## src/hdl/psi_pkg.sv

```systemverilog
package psi_pkg;

  // Operation selector carried on the input tuser.
  typedef enum logic [1:0] {
    OP_TICK      = 2'd0,
    OP_CLEAR     = 2'd1,
    OP_SENSOR    = 2'd2,
    OP_UNUSED    = 2'd3
  } op_t;

  typedef enum logic [1:0] {
    MODE_SAFE = 2'd0,
    MODE_WARN = 2'd1,
    MODE_CRIT = 2'd2,
    MODE_STOP = 2'd3
  } mode_t;

  typedef enum logic [2:0] {
    CAUSE_NONE      = 3'd0,
    CAUSE_NOT_READY = 3'd1,
    CAUSE_INVALID   = 3'd2,
    CAUSE_OVER      = 3'd3,
    CAUSE_RUNAWAY   = 3'd4,
    CAUSE_FAIL_RUN  = 3'd5,
    CAUSE_SENSOR    = 3'd6,
    CAUSE_SPARE     = 3'd7
  } cause_t;

  // Register indexes on the configuration port (byte address = 4 * index).
  typedef enum logic [2:0] {
    REG_MAX_PRESSURE   = 3'd0,
    REG_WARN_THRESHOLD = 3'd1,
    REG_TISSUE_LIMIT   = 3'd2,
    REG_VALID_LOW      = 3'd3,
    REG_VALID_HIGH     = 3'd4,
    REG_MAX_FAIL_RUN   = 3'd5,
    REG_RUNAWAY_SPEED  = 3'd6,
    REG_NONE           = 3'd7
  } reg_idx_t;

  localparam int VENT_FULL_BIT = 0;
  localparam int VENT_SEAL_BIT = 1;

  localparam int REQUIRED_RUN_DEFAULT = 5;
  localparam int COUNT_WIDTH_DEFAULT  = 16;

  localparam int IN_DATA_W  = 40;
  localparam int OUT_DATA_W = 72;
  localparam int REPORT_W   = 16;
  localparam int ADDR_W     = 5;

  localparam logic [9:0]         MAX_PRESSURE_RST   = 10'd1000;
  localparam logic [9:0]         WARN_THRESHOLD_RST = 10'd800;
  localparam logic [14:0]        TISSUE_LIMIT_RST   = 15'd1500;
  localparam logic signed [15:0] VALID_LOW_RST      = 16'sd0;
  localparam logic signed [15:0] VALID_HIGH_RST     = 16'sd3000;
  localparam logic [7:0]         MAX_FAIL_RUN_RST   = 8'd3;
  localparam logic [6:0]         RUNAWAY_SPEED_RST  = 7'd80;

endpackage

```

## src/hdl/pressure_safety_interlock_unit.sv

```systemverilog
// Channel   Dir  Beat contents (lowest bit first)
// --------  ---  -----------------------------------------------------------------
// s_axis    in   tuser: operation[1:0]; tdata: avl_pressure[15:0],
//                tank_pressure[31:16], pump_speed[38:32], hw_ready[39]
// m_axis    out  tdata: safety_state, vent_action, pulses, check_failed,
//                fault_cause, failure_run, three event counts (72 bits)
// apb       in   seven 32-bit registers at byte addresses 0x00 to 0x18
//
// One beat a cycle, sustained while m_tready stays high. An accepted beat is
// captured in the input register, the interlock logic evaluates it against the
// live state and the result register captures the outcome.
// A stalled result register holds the input register, which then drops tready;
// a beat is still taken in the same cycle the result is drained.
// rst (synchronous) returns the registers to their defaults and clears all state.
module pressure_safety_interlock_unit #(
  parameter int REQUIRED_RUN = psi_pkg::REQUIRED_RUN_DEFAULT,
  parameter int COUNT_WIDTH  = psi_pkg::COUNT_WIDTH_DEFAULT
) (
  input  logic                          clk,
  input  logic                          rst,
  input  logic                          s_tvalid,
  output logic                          s_tready,
  // avl_pressure, tank_pressure, pump_speed, hw_ready
  input  logic [psi_pkg::IN_DATA_W-1:0] s_tdata,
  // operation
  input  logic [1:0]                    s_tuser,
  output logic                          m_tvalid,
  input  logic                          m_tready,
  // safety_state, vent_action, warning_pulse, estop_pulse, overpressure_pulse,
  // check_failed, fault_cause, failure_run, overpressure_count, estop_count,
  // sensor_error_count
  output logic [psi_pkg::OUT_DATA_W-1:0] m_tdata,
  input  logic                          psel,
  input  logic                          penable,
  input  logic                          pwrite,
  input  logic [psi_pkg::ADDR_W-1:0]    paddr,
  input  logic [31:0]                   pwdata,
  output logic [31:0]                   prdata,
  output logic                          pready
);

  localparam int RUN_W = $clog2(REQUIRED_RUN + 1);
  localparam logic [RUN_W-1:0] RUN_SAT = RUN_W'(REQUIRED_RUN);
  localparam logic [COUNT_WIDTH-1:0] COUNT_MAX = {COUNT_WIDTH{1'b1}};

  // ---------------------------------------------------------------- config
  logic [9:0]         max_pressure;
  logic [9:0]         warning_threshold;
  logic [14:0]        tissue_damage_limit;
  logic signed [15:0] valid_low;
  logic signed [15:0] valid_high;
  logic [7:0]         max_failure_run;
  logic [6:0]         runaway_speed;

  psi_pkg::reg_idx_t reg_idx;
  logic              cfg_write;

  assign pready    = 1'b1;
  assign reg_idx   = psi_pkg::reg_idx_t'(paddr[4:2]);
  assign cfg_write = psel & penable & pwrite & pready;

  always_ff @(posedge clk) begin
    if (rst) begin
      max_pressure        <= psi_pkg::MAX_PRESSURE_RST;
      warning_threshold   <= psi_pkg::WARN_THRESHOLD_RST;
      tissue_damage_limit <= psi_pkg::TISSUE_LIMIT_RST;
      valid_low           <= psi_pkg::VALID_LOW_RST;
      valid_high          <= psi_pkg::VALID_HIGH_RST;
      max_failure_run     <= psi_pkg::MAX_FAIL_RUN_RST;
      runaway_speed       <= psi_pkg::RUNAWAY_SPEED_RST;
    end else if (cfg_write) begin
      unique case (reg_idx)
        psi_pkg::REG_MAX_PRESSURE:   max_pressure        <= pwdata[9:0];
        psi_pkg::REG_WARN_THRESHOLD: warning_threshold   <= pwdata[9:0];
        psi_pkg::REG_TISSUE_LIMIT:   tissue_damage_limit <= pwdata[14:0];
        psi_pkg::REG_VALID_LOW:      valid_low           <= $signed(pwdata[15:0]);
        psi_pkg::REG_VALID_HIGH:     valid_high          <= $signed(pwdata[15:0]);
        psi_pkg::REG_MAX_FAIL_RUN:   max_failure_run     <= pwdata[7:0];
        psi_pkg::REG_RUNAWAY_SPEED:  runaway_speed       <= pwdata[6:0];
        default: ;
      endcase
    end
  end

  always_comb begin
    unique case (reg_idx)
      psi_pkg::REG_MAX_PRESSURE:   prdata = 32'(max_pressure);
      psi_pkg::REG_WARN_THRESHOLD: prdata = 32'(warning_threshold);
      psi_pkg::REG_TISSUE_LIMIT:   prdata = 32'(tissue_damage_limit);
      psi_pkg::REG_VALID_LOW:      prdata = 32'(valid_low);
      psi_pkg::REG_VALID_HIGH:     prdata = 32'(valid_high);
      psi_pkg::REG_MAX_FAIL_RUN:   prdata = 32'(max_failure_run);
      psi_pkg::REG_RUNAWAY_SPEED:  prdata = 32'(runaway_speed);
      default:                     prdata = 32'd0;
    endcase
  end

  // ---------------------------------------------------------- input register
  logic               in_valid;
  psi_pkg::op_t       in_op;
  logic signed [15:0] in_avl;
  logic signed [15:0] in_tank;
  logic [6:0]         in_speed;
  logic               in_ready_hw;
  logic               fire;

  // Evaluate the held beat whenever the result register is free or draining.
  assign fire     = in_valid & (~m_tvalid | m_tready);
  assign s_tready = ~in_valid | fire;

  always_ff @(posedge clk) begin
    if (rst) begin
      in_valid <= 1'b0;
    end else if (s_tready) begin
      in_valid <= s_tvalid;
    end
  end

  always_ff @(posedge clk) begin
    if (s_tvalid && s_tready) begin
      in_op       <= psi_pkg::op_t'(s_tuser);
      in_avl      <= $signed(s_tdata[15:0]);
      in_tank     <= $signed(s_tdata[31:16]);
      in_speed    <= s_tdata[38:32];
      in_ready_hw <= s_tdata[39];
    end
  end

  // ------------------------------------------------------------------ state
  psi_pkg::mode_t          mode, mode_next;
  logic [7:0]              fail_run, fail_run_next;
  logic [RUN_W-1:0]        invalid_run, invalid_run_next;
  logic [RUN_W-1:0]        runaway_run, runaway_run_next;
  logic [COUNT_WIDTH-1:0]  overpressure_total, overpressure_total_next;
  logic [COUNT_WIDTH-1:0]  estop_total, estop_total_next;
  logic [COUNT_WIDTH-1:0]  sensor_error_total, sensor_error_total_next;

  // ------------------------------------------------------- condition decode
  logic is_tick, is_sensor, checked;
  logic signed [16:0] avl_x, tank_x, max_x, warn_x, tissue_x, peak_x;
  logic reading_ok, avl_over, tank_over, over_hit, tissue_hit, level_hit;
  logic speed_high, runaway_stop, failed, run_stop;
  logic [7:0] fail_inc;
  psi_pkg::mode_t mode_a, mode_b;

  assign is_tick   = (in_op == psi_pkg::OP_TICK);
  assign is_sensor = (in_op == psi_pkg::OP_SENSOR);
  // Sensor and runaway checks only run on a tick with hardware ready.
  assign checked   = is_tick & in_ready_hw;

  assign avl_x    = 17'(in_avl);
  assign tank_x   = 17'(in_tank);
  assign max_x    = $signed(17'(max_pressure));
  assign warn_x   = $signed(17'(warning_threshold));
  assign tissue_x = $signed(17'(tissue_damage_limit));

  assign reading_ok = (in_avl >= valid_low) && (in_avl <= valid_high) &&
                      (in_tank >= valid_low) && (in_tank <= valid_high);
  assign avl_over   = avl_x > max_x;
  assign tank_over  = tank_x > max_x;
  // Cup reading takes precedence when both are over the limit.
  assign peak_x     = avl_over ? avl_x : tank_x;
  assign over_hit   = checked & reading_ok & (avl_over | tank_over);
  assign tissue_hit = peak_x >= tissue_x;
  assign level_hit  = checked & reading_ok & ~(avl_over | tank_over) &
                      ((avl_x > warn_x) | (tank_x > warn_x));
  assign speed_high = in_speed >= runaway_speed;

  always_comb begin
    invalid_run_next = invalid_run;
    runaway_run_next = runaway_run;
    if (checked) begin
      if (!reading_ok) begin
        invalid_run_next = (invalid_run < RUN_SAT) ? invalid_run + 1'b1 : invalid_run;
      end else begin
        invalid_run_next = '0;
      end
      if (speed_high) begin
        runaway_run_next = (runaway_run < RUN_SAT) ? runaway_run + 1'b1 : runaway_run;
      end else begin
        runaway_run_next = '0;
      end
    end
  end

  assign runaway_stop = checked & (invalid_run_next >= RUN_SAT) &
                        (runaway_run_next >= RUN_SAT) & (mode != psi_pkg::MODE_STOP);
  assign failed       = is_tick & (~in_ready_hw | ~reading_ok | avl_over | tank_over);
  assign fail_inc     = (fail_run == 8'hFF) ? fail_run : fail_run + 8'd1;
  assign run_stop     = failed & (fail_inc >= max_failure_run);

  // Mode after the runaway test, then after the overpressure / level test.
  assign mode_a = runaway_stop ? psi_pkg::MODE_STOP : mode;

  always_comb begin
    if (over_hit) begin
      mode_b = tissue_hit ? psi_pkg::MODE_STOP : psi_pkg::MODE_CRIT;
    end else if (level_hit && mode_a == psi_pkg::MODE_SAFE) begin
      mode_b = psi_pkg::MODE_WARN;
    end else begin
      mode_b = mode_a;
    end
  end

  // ------------------------------------------------------------ next state
  always_comb begin
    mode_next     = mode;
    fail_run_next = fail_run;
    unique case (in_op)
      psi_pkg::OP_TICK: begin
        if (!failed) begin
          fail_run_next = (fail_run != 8'd0) ? fail_run - 8'd1 : fail_run;
          mode_next     = (mode_b == psi_pkg::MODE_WARN) ? psi_pkg::MODE_SAFE : mode_b;
        end else begin
          fail_run_next = fail_inc;
          if (run_stop) begin
            mode_next = psi_pkg::MODE_STOP;
          end else if (mode_b == psi_pkg::MODE_SAFE) begin
            mode_next = psi_pkg::MODE_WARN;
          end else begin
            mode_next = mode_b;
          end
        end
      end
      psi_pkg::OP_CLEAR: begin
        if (mode == psi_pkg::MODE_STOP) begin
          fail_run_next = 8'd0;
          mode_next     = psi_pkg::MODE_SAFE;
        end
      end
      psi_pkg::OP_SENSOR: begin
        if (mode == psi_pkg::MODE_SAFE) begin
          mode_next = psi_pkg::MODE_WARN;
        end
      end
      default: ;
    endcase
  end

  // Up to two stops may be counted in one tick; each step saturates, so a
  // single clamped add gives the same total.
  logic [1:0]             stop_hits;
  logic [COUNT_WIDTH+1:0] estop_sum;

  assign stop_hits = 2'(runaway_stop) + 2'(over_hit & tissue_hit) + 2'(run_stop);
  assign estop_sum = (COUNT_WIDTH+2)'(estop_total) + (COUNT_WIDTH+2)'(stop_hits);

  always_comb begin
    estop_total_next = (estop_sum > (COUNT_WIDTH+2)'(COUNT_MAX)) ?
                       COUNT_MAX : estop_sum[COUNT_WIDTH-1:0];
    overpressure_total_next = overpressure_total;
    if (over_hit && overpressure_total != COUNT_MAX) begin
      overpressure_total_next = overpressure_total + 1'b1;
    end
    sensor_error_total_next = sensor_error_total;
    if (is_sensor && sensor_error_total != COUNT_MAX) begin
      sensor_error_total_next = sensor_error_total + 1'b1;
    end
  end

  always_ff @(posedge clk) begin
    if (rst) begin
      mode               <= psi_pkg::MODE_SAFE;
      fail_run           <= '0;
      invalid_run        <= '0;
      runaway_run        <= '0;
      overpressure_total <= '0;
      estop_total        <= '0;
      sensor_error_total <= '0;
    end else if (fire) begin
      mode               <= mode_next;
      fail_run           <= fail_run_next;
      invalid_run        <= invalid_run_next;
      runaway_run        <= runaway_run_next;
      overpressure_total <= overpressure_total_next;
      estop_total        <= estop_total_next;
      sensor_error_total <= sensor_error_total_next;
    end
  end

  // ------------------------------------------------------------- beat fields
  logic [1:0]       vent;
  logic             warn_pulse, estop_pulse;
  psi_pkg::cause_t  cause;

  always_comb begin
    vent = 2'b00;
    vent[psi_pkg::VENT_FULL_BIT] = runaway_stop | (over_hit & tissue_hit);
    vent[psi_pkg::VENT_SEAL_BIT] = (over_hit & ~tissue_hit) | run_stop;

    estop_pulse = runaway_stop | (over_hit & tissue_hit) | run_stop;

    // The level warning still pulses even when a passed check returns to safe.
    warn_pulse = (over_hit & ~tissue_hit) |
                 (level_hit & (mode_a == psi_pkg::MODE_SAFE)) |
                 (failed & ~run_stop & (mode_b == psi_pkg::MODE_SAFE)) |
                 (is_sensor & (mode == psi_pkg::MODE_SAFE));
    if (!is_tick && !is_sensor) begin
      warn_pulse = 1'b0;
    end

    priority if (run_stop) begin
      cause = psi_pkg::CAUSE_FAIL_RUN;
    end else if (runaway_stop) begin
      cause = psi_pkg::CAUSE_RUNAWAY;
    end else if (is_tick && !in_ready_hw) begin
      cause = psi_pkg::CAUSE_NOT_READY;
    end else if (is_tick && !reading_ok) begin
      cause = psi_pkg::CAUSE_INVALID;
    end else if (over_hit) begin
      cause = psi_pkg::CAUSE_OVER;
    end else if (is_sensor) begin
      cause = psi_pkg::CAUSE_SENSOR;
    end else begin
      cause = psi_pkg::CAUSE_NONE;
    end
  end

  // ---------------------------------------------------------- result register
  always_ff @(posedge clk) begin
    if (rst) begin
      m_tvalid <= 1'b0;
    end else if (fire) begin
      m_tvalid <= 1'b1;
    end else if (m_tready) begin
      m_tvalid <= 1'b0;
    end
  end

  always_ff @(posedge clk) begin
    if (fire) begin
      m_tdata[1:0]   <= mode_next;
      m_tdata[3:2]   <= vent;
      m_tdata[4]     <= warn_pulse;
      m_tdata[5]     <= estop_pulse;
      m_tdata[6]     <= over_hit;
      m_tdata[7]     <= failed;
      m_tdata[10:8]  <= cause;
      m_tdata[18:11] <= fail_run_next;
      m_tdata[34:19] <= psi_pkg::REPORT_W'(overpressure_total_next);
      m_tdata[50:35] <= psi_pkg::REPORT_W'(estop_total_next);
      m_tdata[66:51] <= psi_pkg::REPORT_W'(sensor_error_total_next);
      m_tdata[71:67] <= 5'd0;
    end
  end

endmodule
```

## config.mk

```make
export PLATFORM = sky130hd
export DESIGN_NAME = pressure_safety_interlock_unit
export DESIGN_NICKNAME = d
export VERILOG_FILES = /design/src/hdl/psi_pkg.sv /design/src/hdl/pressure_safety_interlock_unit.sv
export SDC_FILE = /design/constraint.sdc
export NUM_CORES = 1
export LEC_CHECK = 0
export ABC_AREA = 1
export BUFFER_PORTS_ARGS = -buffer_cell sky130_fd_sc_hd__buf_2
export CAP_MARGIN = 20
export CORE_MARGIN = 3
export CORE_UTILIZATION = 30
export DETAILED_ROUTE_END_ITERATION = 10
export GPL_ROUTABILITY_DRIVEN = 0
export PLACE_DENSITY = 0.46
export SLEW_MARGIN = 20
export SYNTH_ARGS = -nofsm -noshare
export SYNTH_HDL_FRONTEND = slang
export SYNTH_SLANG_ARGS = --single-unit
export TNS_END_PERCENT = 20
```

## constraint.sdc

```tcl
create_clock -name clk -period 6.2 [get_ports clk]
set_input_delay 0.93 -clock clk [delete_from_list [all_inputs] [get_ports clk]]
set_output_delay 0.93 -clock clk [all_outputs]
set_load 0.1 [all_outputs]
```

Yosys cells after proc, flatten, opt, wreduce, memory -nomap -nowiden
Index checks and enable logic that the tools add are counted.
Operators by class
  add/subtract/negate cells: 9
  muxes and demuxes: 34
  reductions and logical operators: 30
  eq/ne operators: 14
  bitwise operators: 40
  $lt $le $gt $ge: 16
Operators by type and width (number)
  32-bit one-hot mux with 7 select lines: 1
  16-bit by 11-bit greater-than comparator with 1-bit output: 4
  16-bit two-way mux: 3
  16-bit by 1-bit adder with 16-bit output (second input constant): 2
  16-bit >= comparator: 2
  16-bit less-or-equal comparator: 2
  8-bit two-way mux: 4
  16-bit != test (second input constant): 2
  3-bit two-way mux: 10
  1-bit bitwise AND: 20
  2-bit two-way mux: 9
  16-bit by 2-bit adder with 17-bit output: 1
  17-bit by 16-bit >= comparator with 1-bit output: 1
  17-bit by 16-bit greater-than comparator with 1-bit output (second input constant): 1
  17-bit two-way mux: 1
  8-bit one-hot mux with 2 select lines: 1
  2-bit AND reduction: 7
  1-bit OR: 13
  1-bit logical AND: 10
  3-bit == test (second input constant): 3
  8-bit by 1-bit adder with 8-bit output (second input constant): 1
  8-bit == test (second input constant): 1
  8-bit >= comparator: 1
  2-bit zero test: 4
  other kinds (21): 39
Word-level totals
  bits in registers: 257
  output and inout port bits: 107
  logic and storage cells: 169
  input port bits: 86

Longest topological paths before layout
Gate-level depths: netlist of the first run.
  depth after elaboration: 20
  depth in mapped cells: 40
  gate-level depth less buffers: 39

Worst setup path before layout of the first run
OpenSTA, ideal clock, no wires.
  path type: reg-to-reg
  from: register in_avl[5]
  to: register m_tdata[49] (netlist name) (data pin)
  path buffers: 1
  period minus slack after synthesis: 6015 ps
  setup time: 256 ps
  data required time: 5944 ps
  cell stages (with the launch flop): 39
  arrival: 5759 ps
  path slack: 185 ps
  cell sequence: edfxtp_1 -> ha_1 -> a21oi_1 -> nor2_1 -> nor3_1 -> nand2_1 -> nand2_1 -> nand3b_1 -> nand3_1 -> clkbuf_1 -> mux2_2 -> ha_1 -> a21oi_1 -> o21ai_0 -> o21a_1 -> o21ai_0 -> nand2_1 -> nand2_1 -> (+3 left out) -> nand2_1 -> inv_1 -> fa_1 -> ha_1 -> inv_1 -> fa_1 -> nor3_1 -> inv_1 -> nor3_1 -> inv_1 -> nor2_1 -> inv_1 -> nor3_2 -> nand3_1 -> nor3_1 -> xor2_1 -> a21oi_1 -> inv_1
On the way
  longest elaborated chain between the ends: 15
  elaborated cells between the ends (all ways): 29
  classes of those cells: 3 x add/sub; 6 x order compare; 4 x mux; 13 x bitwise; 3 x reduce/logical
Ends and longest elaborated chain
  start, declared: RTL line pressure_safety_interlock_unit.sv:101  | logic signed [15:0] in_avl;
  start signal, assigned: RTL line pressure_safety_interlock_unit.sv:122  | in_avl <= $signed(s_tdata[15:0]);
  16-bit >= comparator / 16-bit less-or-equal comparator (equally long branches): RTL line pressure_safety_interlock_unit.sv:157  | assign reading_ok = (in_avl >= valid_low) && (in_avl <= valid_high) &&
  1-bit logical AND (2 in a row): RTL line pressure_safety_interlock_unit.sv:157
  1-bit logical AND: RTL line pressure_safety_interlock_unit.sv:158  | (in_tank >= valid_low) && (in_tank <= valid_high);
  3-bit two-way mux: RTL line pressure_safety_interlock_unit.sv:173  | if (!reading_ok) begin
  3-bit two-way mux: RTL line pressure_safety_interlock_unit.sv:172  | if (checked) begin
  3-bit >= comparator: RTL line pressure_safety_interlock_unit.sv:186  | assign runaway_stop = checked & (invalid_run_next >= RUN_SAT) &
  1-bit bitwise AND (2 in a row): RTL line pressure_safety_interlock_unit.sv:186
  1-bit bitwise AND: RTL line pressure_safety_interlock_unit.sv:187  | (runaway_run_next >= RUN_SAT) & (mode != psi_pkg::MODE_STOP);
  1-bit by 1-bit adder with 2-bit output: RTL line pressure_safety_interlock_unit.sv:245  | assign stop_hits = 2'(runaway_stop) + 2'(over_hit & tissue_hit) + 2'(run_stop);
  2-bit by 1-bit adder with 2-bit output (*): RTL line pressure_safety_interlock_unit.sv:245
  16-bit by 2-bit adder with 17-bit output (*): RTL line pressure_safety_interlock_unit.sv:246  | assign estop_sum = (COUNT_WIDTH+2)'(estop_total) + (COUNT_WIDTH+2)'(stop_hits);
  17-bit by 16-bit greater-than comparator with 1-bit output: RTL line pressure_safety_interlock_unit.sv:249  | estop_total_next = (estop_sum > (COUNT_WIDTH+2)'(COUNT_MAX)) ?
  16-bit two-way mux (*): RTL line pressure_safety_interlock_unit.sv:249
  named net estop_total_next[14]: RTL line pressure_safety_interlock_unit.sv:135  | logic [COUNT_WIDTH-1:0] estop_total, estop_total_next;
  end, declared: RTL line pressure_safety_interlock_unit.sv:32  | output logic [psi_pkg::OUT_DATA_W-1:0] m_tdata,
The timed path passes the listed nets; every way through them passes the cells marked *.
A chain may end at the register's enable or synchronous reset.

Worst setup path after layout of the first run
Same ends and word-level chain as after synthesis.

==> metrics.txt, run 1 <==
Arrival @ worst endpoint 6340 ps; DP Area 0.0164 mm2; Slew Limit Fails 0; core area 0.0480 mm2; # diodes 0; fin nets 2,213; Initial Util between 30 and 40%; Post-synth EDFFs 109; Hold WC Path Type register to register; grt ovf 0; Final ANT Viol Nets 0; peak fanout along the critical path 8; Root Driver clkbuf_16; Yosys top cell area share between 20 and 25%; synth warn 0; DRT Wirelength 44.1 mm; Post-DP HPWL 32.7 mm; DR WL met2 between 15 and 20 mm; layout cells sized above 1 18.6%; worst skew pair latency between 500 and 600 ps; DR pass1 iterations 5; top cell type by total area after synthesis edfxtp_1; clk sink count 257; Layout Cells excl Fill 2,623; Post-synth top flop dfxtp_1; cell count after synthesis ~1.8k; Num CTS Buffers 34; maxcap violations 0; Vias 12.5k; antenna violations before repair 0; worst slew pin tran roughly 1000 ps; DR WL met3 ~2 mm; Worst-path clk slew approximately 60 ps; Data required, critical path 6500 ps; #FFs+latches synth 257; sequential element share of the synthesized area 42.4%; Ports 193; Async S/R FF share, synth 0%; Final TNS setup 0 ps; placed cells 2,552; largest net degree at the start of global routing 69; hold_ws 486 ps; max_slew headroom about a third; Core Rows 80; overall global routing resource usage 16.9%; clk buf depth 3; First DRT Iteration DRCs around 700; M1 wire length 20.9 mm; Synth area leaders edfxtp_1, dfxtp_1, ha_1; clock skew 12.5 ps; # DRC 0; final hold violation count 0; DIE WIDTH 227 um; die area 0.0517 mm2; uppermost routed layer met4; startpoint types register; max incr delay on CP 480 ps; commonest cells in the netlist inv_1, nand2_1, a21oi_1; htree depth 2; routed len/inst 16.8 um; Distinct cells, synth 57; final setup fails 0; TritonCTS clock tree built; VDD IR max 0.000216 V; most frequent cell after synthesis inv_1; highest clock rate 166 MHz; unrepaired setup endpoints after global routing yes; final cycle utilization of the critical path 97.3%; Netlist Area Pre-Place about 0.015 mm2; status completed; IO Port Bufs 168; Hold-fix buffers, CTS 0; drt via density 4.77; LEAKAGE just over 8 nW; Filler cells 4,945; Setup crit end kind register; Tmin final 6030 ps; Crit Path Class register to register; PD cells 264 mW/mm2; Max stage delay cell, worst path fa_1; first-pass GRT wire length 67.9 mm; vias in the first global route 12.0k; Final Total Pwr 4.73 mW; Design Area, Final roughly 0.018 mm2; Synth-to-Final Area Change 22.0%; syn avg cell area 8.30 um2; Top cell by count, worst path nand2_1; die height 227 um
==> stage by stage <==
step | setup WS, ps | util, %
after floorplan | 185 | -
after global routing | -208 | 37.4
after CTS | 41.1 | 36.7
after detailed placement | -360 | 34.2
final | 166 | 37.4
after global placement | -285 | 34.2
==> registers in the layout (all words and copies together), names as in the netlist, 2 cells and up <==
signal	count
in_op	2
overpressure_total	16
in_avl	16
tissue_damage_limit	15
sensor_error_total	16
runaway_speed	7
max_failure_run	8
mode	2
fail_run	8
in_speed	7
valid_low	16
max_pressure	10
valid_high	16
warning_threshold	10
invalid_run	3
estop_total	16
runaway_run	3
m_tdata	67
in_tank	16
==> what timing repair did <==
item,CTS,global route
resized for setup,7,58
buffers inserted,3,6
gates cloned,0,0
pin swaps,3,26
setup endpoints to repair,32,32
==> final cells by class <==
cell class	count	area [um2]	area share (%)
inverter	283	1070	5.98
multi-input combinational	1168	7320	40.8
timing repair buffer	238	1400	7.79
sequential	257	6240	34.7
clock buffer	46	946	5.27
clock inverter	16	200	1.12
tap	615	769	4.29
==> critical path, delay by kind of cell (launching register included) <==
kind / cells / cell delay (ps)
simple gates: 17 / 2030
xor+xnor: 1 / 100
compound gates: 6 / 750
flops: 1 / 430
fa+ha+maj: 5 / 1540
buf+inv: 8 / 620
mux: 1 / 350
==> cell usage in the layout (no fill, tap or decap), types with 12 or more instances in the layout <==
master and instances:
nor2_1 131, o21ai_0 152, nor3_1 29, xor2_1 40, edfxtp_1 109, buf_2 168, o211ai_1 14, nand3_1 47
clkbuf_16 34, a21oi_1 175, o22ai_1 12, inv_1 272, nand2_1 246, nand4_1 18, buf_4 65, ha_1 133
dfxtp_1 148, o21ai_1 26, o221ai_1 19
==> logic make-up after synthesis <==
logic type	after synthesis	share of synthesized area, %
adders and majority gates	145	12.4
muxes	10	0.766
xor gates and xnor gates	44	2.67
DFF	257	42.4
other	2	0.0511
and+or+nand+nor	522	15.5
buffers and inverters	351	9.65
AOI/OAI and AO/OA	441	16.5
==> worst paths after layout <==
check	startpoint	endpoint	slack, ps	depth (start not counted)
max	in_avl[5]	m_tdata[49]	170	38
min	runaway_speed[3]	runaway_speed[3]	490	2
max reg2reg	in_avl[5]	m_tdata[49]	170	38
min reg2reg	runaway_speed[3]	runaway_speed[3]	490	2
==> power breakdown <==
group	switching, mW	internal (mW)	total, mW	leakage, nW
clock network	0.796	1.21	2.01	0.561
logic	0.593	0.215	0.808	5.41
registers	0.0580	1.86	1.91	2.26
==> layer usage <==
metal | global-route usage, % | up-vias
met3 | 2.42 | 67
li1 | - | 6404
met4 | 5.59 | 0
met2 | 27.6 | 270
met1 | 23.2 | 5776
met5 | 0 | -
Power figures use the tool's default switching activity.
==> run 2: changes to the inputs <==
Settings changed: BUFFER_PORTS_ARGS -buffer_cell sky130_fd_sc_hd__buf_2 to -buffer_cell sky130_fd_sc_hd__clkbuf_2, REMOVE_ABC_BUFFERS set to 1, SETUP_SLACK_MARGIN set to 0.15.
==> run 2 against run 1 <==
Against the previous run:
- routed wire length fell by 1.2%
- sequential share of layout area is 0.095 points higher
- sequential power about the same
- final cell count shrank 0.30%
- worst hold slack gained 17 ps
- first-iteration DRC count rose by 9.8%
- design area down 0.27%
- clock skew decreased by 0.97 ps
- setup slack better by 34 ps
- register-to-register slack gained 30 ps
- via count is 0.29% higher
- critical endpoint unchanged
==> metrics.txt, run 2 (synthesis results as in run 1) <==
Setup crit end kind register; overall global routing resource usage 16.6% (-0.37 points); Vias 12.6k (+0.29%); FF-to-FF Start in_avl[5]; Num CTS Buffers 31 (-8.8%); end of the worst hold path max_failure_run[4]; most frequent cells in the layout inv_1, nand2_1, a21oi_1; Hold-fix buffers, CTS 0 (unchanged); reg2reg end m_tdata[49]; peak fanout along the critical path 8 (unchanged); Hold WC Path Type register to register; first-pass GRT wire length 66.9 mm (-1.4%); Root Driver clkbuf_16; Final Total Pwr 4.63 mW (-2.1%); Top cell by count, worst path nand2_1; Layout Cells excl Fill 2,615 (-0.30%); DRT Wirelength 43.5 mm (-1.2%); Placement Setup Slack -282 ps (+78.8 ps); Ports 193 (unchanged); commonest non-fill, non-tap cell in the layout inv_1; Synth-to-Final Area Change 21.7%; Tmin final 6000 ps (-34.3 ps); PD cells 259 mW/mm2 (-1.9%); max reg flops 67 (unchanged); final setup fails 0 (unchanged); Initial Util 30.6% (unchanged); maxcap violations 0 (unchanged); drt via density 4.80 (+0.59%); routed len/inst 16.6 um (-0.89%); r2r setup slk 200 ps (+30 ps); # diodes 0 (unchanged); hold_ws 503 ps (+17.0 ps); placed cells 2,549 (-0.12%); Worst-path clk slew 60 ps (about the same); TritonCTS clock tree built; Hold Crit Start max_failure_run[4]; LEAKAGE 8.20 nW (-0.40%); max incr delay on CP 480 ps (about the same); antenna violations before repair 1 (+1); htree depth 1 (-1); IO Port Bufs 168 (unchanged); status completed; die height 227 um (unchanged); fin nets 2,206 (-0.32%); First DRT Iteration DRCs 770 (+9.8%); DP Area 0.0164 mm2 (-0.14%); Crit Path Class register to register; Worst Reg2Reg Path Length in Cells 40 (+5.3%); largest net degree at the start of global routing 90 (+30%); DR pass1 iterations 7 (+2); grt ovf 0 (unchanged); worst skew pair latency 580 ps (+30 ps); highest clock rate 167 MHz (+0.57%); clk buf depth 3 (unchanged); max_slew headroom 32.6% (-0.48 points); # DRC 0 (unchanged); die area 0.0517 mm2 (unchanged); Filler cells 4,972 (+0.55%); Core Rows 80 (unchanged); Final ANT Viol Nets 0 (unchanged); vias in the first global route 12.2k (+2.3%); clk sink count 257 (unchanged); unrepaired setup endpoints after global routing yes; Max stage delay cell, worst path fa_1; final worst slack 200 ps (+34.3 ps); core area 0.0480 mm2 (unchanged); Data required, critical path 6540 ps (+40 ps); final cycle utilization of the critical path 96.8% (-0.55 points); worst slew pin tran 1010 ps (+2.13 ps); post-layout util 37.3% (-0.10 points); Hold Crit Depth 2 (unchanged); largest register by flop count m_tdata; DIE WIDTH 227 um (unchanged); Final TNS setup 0 ps (unchanged); VDD IR max 0.000185 V (-14%); startpoint types register; Slew Limit Fails 0 (unchanged); Arrival @ worst endpoint 6340 ps (about the same); layout cells sized above 1 19.1% (+0.47 points); final hold violation count 0 (unchanged); Design Area, Final 0.0179 mm2 (-0.27%); clock skew 11.5 ps (-0.974 ps); Post-DP HPWL 32.6 mm (-0.24%)
## run 2: cell count changes in the layout (fill, tap and decap cells not counted), moves of 3 or more
cell	change
clkbuf_2	+168
inv_1	-3
nand2_1	-4
nand2_2	+4
clkbuf_1	-5
clkinv_2	+4
o21ai_2	+3
buf_2	-168
buf_4	-6
clkbuf_8	+3
## run 2: worst max path at each step
stage                          from           to  slack, ps  depth (start not counted)
after global routing      in_avl[5]  m_tdata[49]       -160                         40
after detailed placement  in_avl[5]  m_tdata[49]       -280                         38
after floorplan            paddr[3]   prdata[15]     -20870                          4
after CTS                 in_avl[5]  m_tdata[49]        150                         38
after global placement    in_avl[5]  m_tdata[49]       -190                         38
final                     in_avl[5]  m_tdata[49]        200                         40
## run 2: repair_timing
action                                  CTS  global route
gates resized for setup                  11            69
endpoints found under the setup margin   32            32
buffers inserted                          0             8
pin swaps                                 3            23
## run 2: critical path: cells and delay by family, from the launching register on
kind	cells	cell delay, ps
AND/OR/NAND/NOR	18	2020
adder cells (fa/ha/maj)	5	1670
buffers and inverters	10	880
AO/OA/AOI/OAI	6	660
flip-flops	1	430
XOR/XNOR	1	80
## run 2: layout make-up
| type | count | area [um2] | share of cell area [%] |
|---|---|---|---|
| multi-input combinational | 1168 | 7350 | 41.1 |
| sequential | 257 | 6240 | 34.8 |
| clock buffer | 42 | 918 | 5.13 |
| inverter | 283 | 1070 | 6.00 |
| tap | 615 | 769 | 4.30 |
| timing repair buffer | 234 | 1380 | 7.68 |
| clock inverter | 16 | 178 | 0.993 |
## run 2: per-layer routing
layer	routed length (um)	global-route usage, %
met5	9	0
met4	1300	5.04
met3	1880	2.23
met2	20700	28.8
met1	19700	21.4
## run 2: report_power, final
group	total, mW	switching, mW	internal (mW)	leakage (nW)
sequential	1.92	0.0592	1.86	2.26
combinational	0.801	0.586	0.215	5.38
clock	1.91	0.749	1.16	0.555
total	4.63	1.39	3.23	8.20
==> run 3: changes to the inputs <==
Settings changed: CTS_BUF_LIST set to sky130_fd_sc_hd__clkbuf_8.
==> run 3 against run 2 <==
Against the previous run:
- first-iteration DRC count increased by 4.4%
- register-to-register slack got worse by 20 ps
- sequential power about the same
- largest power group unchanged
- critical path type unchanged
- sequential share of layout area about the same
- design area about the same
- routed wire length increased by 1.0%
- final cell count increased by 1.6%
- clock power decreased by 10%
- global-route usage increased by 0.32 points
- largest cell class unchanged
- power decreased by 4.3%
==> metrics.txt, run 3 (synthesis results as in run 1) <==
Arrival @ worst endpoint 6380 ps (+40 ps); Vias 12.7k (+1.1%); Hold-fix buffers, CTS 0 (unchanged); Cell Int Power 3.03 mW (-6.4%); Filler cells 4,986 (+0.28%); clk buf depth 3 (unchanged); Max stage delay cell, worst path fa_1; Clk network pwr share 38.6% (-2.7 points); Crit Path Class register to register; largest net degree at the start of global routing 90 (unchanged); worst slew pin tran 989 ps (-16.0 ps); Root Driver clkbuf_8; Post-DP HPWL 32.6 mm (unchanged); met1 usage 21.5% (+0.039 points); final worst slack 177 ps (-23.2 ps); LEAKAGE 8.29 nW (+1.2%); max_slew headroom 33.8% (+1.2 points); Initial Util 30.6% (unchanged); die height 227 um (unchanged); DR pass1 iterations 5 (-2); layout cells sized above 1 19.6% (+0.60 points); clock skew 33.4 ps (+21.9 ps); M3 GR Usage 3.12% (+0.89 points); launch point of the worst path in_avl[6]; Design Area, Final 0.0179 mm2 (about the same); Num CTS Buffers 49 (+58%); Final ANT Viol Nets 0 (unchanged); Sequential Power Share 43.2% (+1.8 points); htree depth 2 (+1); commonest non-fill, non-tap cell in the layout inv_1; final setup fails 0 (unchanged); DRT Wirelength 44.0 mm (+1.0%); grt peak-use layer met2; First DRT Iteration DRCs 804 (+4.4%); highest clock rate 166 MHz (-0.38%); final hold violation count 0 (unchanged); drt via density 4.78 (-0.51%); first-pass GRT wire length 67.7 mm (+1.2%); Placement Setup Slack -282 ps (unchanged); combinational share of power 18.1% (+0.8 points); IO Port Bufs 168 (unchanged); antenna violations before repair 1 (unchanged); Setup crit end kind register; Ports 193 (unchanged); Hold WC Path Type input port to register; worst skew pair latency 620 ps (+40 ps); Hold Crit Start s_tdata[16]; met2 Resource Use GR 29.0% (+0.15 points); max reg flops 67 (unchanged); Layout Cells excl Fill 2,656 (+1.6%); vias in the first global route 12.4k (+1.2%); # DRC 0 (unchanged); core area 0.0480 mm2 (unchanged); TritonCTS clock tree built; Switch Pwr 1.40 mW (+0.45%); peak fanout along the critical path 6 (-2); fin nets 2,233 (+1.2%); VDD IR max 0.000198 V (+6.7%); Tmin final 6020 ps (+23.2 ps); largest register by flop count m_tdata; most frequent cells in the layout inv_1, nand2_1, a21oi_1; final cycle utilization of the critical path 97.1% (+0.37 points); die area 0.0517 mm2 (unchanged); Core Rows 80 (unchanged); placed cells 2,549 (unchanged); overall global routing resource usage 16.9% (+0.32 points); unrepaired setup endpoints after global routing yes; startpoint types register; maxcap violations 0 (unchanged); max incr delay on CP 480 ps (about the same); Final TNS setup 0 ps (unchanged); hold_ws 481 ps (-21.5 ps); Slew Limit Fails 0 (unchanged); DP Area 0.0164 mm2 (unchanged); routed len/inst 16.6 um (-0.56%); status completed; grt ovf 0 (unchanged); Data required, critical path 6550 ps (about the same); # diodes 0 (unchanged); FF-to-FF Start in_avl[6]; Switching Share 31.6% (+1.5 points); Synth-to-Final Area Change 21.8% (about the same); PD cells 247 mW/mm2 (-4.4%); Worst-path clk slew 60 ps (about the same); DIE WIDTH 227 um (unchanged); clk sink count 257 (unchanged)
[run 3: changes by cell type in the layout (fill, tap and decap cells not counted), sizes merged]
cell,delta
clkbuf,+19
inv,+19
buf,+8
clkinv,-4
bufinv,-1
[run 3: worst paths after layout]
path,slack (ps),to,depth (start not counted)
max,180,m_tdata[49],37
min,480,in_tank[0],1
max reg2reg,180,m_tdata[49],37
min reg2reg,520,max_failure_run[6],2
[run 3: cell type report]
class,count,area (um2),share of cell area [%]
Sequential cell,257,6240,34.8
Tap cell,615,769,4.30
Timing Repair Buffer,243,1490,8.31
Inverter,283,1070,5.99
Clock inverter,30,179,0.999
Clock buffer,60,826,4.61
Multi-Input combinational cell,1168,7340,41.0
[run 3: per-stage QoR]
stage / utilization (%) / total power [mW]
after global placement: 34.2 / 2.72
after CTS: 36.4 / 4.48
after detailed placement: 34.2 / 2.73
final: 37.3 / 4.43
after floorplan: - / 2.51
after global routing: 37.3 / 4.67
[run 3: critical path, delay by kind of cell, from the launching register on]
family | cells | cell delay (ps)
multiplexers | 1 | 380
XOR/XNOR | 1 | 80
flip-flops | 1 | 430
AO/OA/AOI/OAI | 4 | 530
adder cells (fa/ha/maj) | 5 | 1560
AND/OR/NAND/NOR | 17 | 2040
buffers and inverters | 9 | 720
[run 3: repair_timing]
item	4_1_cts	5_1_grt
setup endpoints to repair	32	32
gates resized for setup	15	70
buffers inserted	1	14
gates cloned	0	1
pin swaps	5	28
[run 3: per-layer routing]
layer  vias to the layer above  share of wire [%]
met5                         -              0.020
met1                      5867                 45
met4                         2                2.8
met2                       297                 47
met3                        79                5.3
li1                       6440                  -
[run 3: power groups by stage]
stage | Sequential, mW | Clock (mW) | Combinational (mW)
global route | 1.92 | 1.86 | 0.885
finish | 1.92 | 1.71 | 0.803
global placement | 1.95 | 0 | 0.766
floorplan | 2.11 | 0 | 0.394
CTS | 1.92 | 1.78 | 0.786
detailed placement | 1.95 | 0 | 0.779
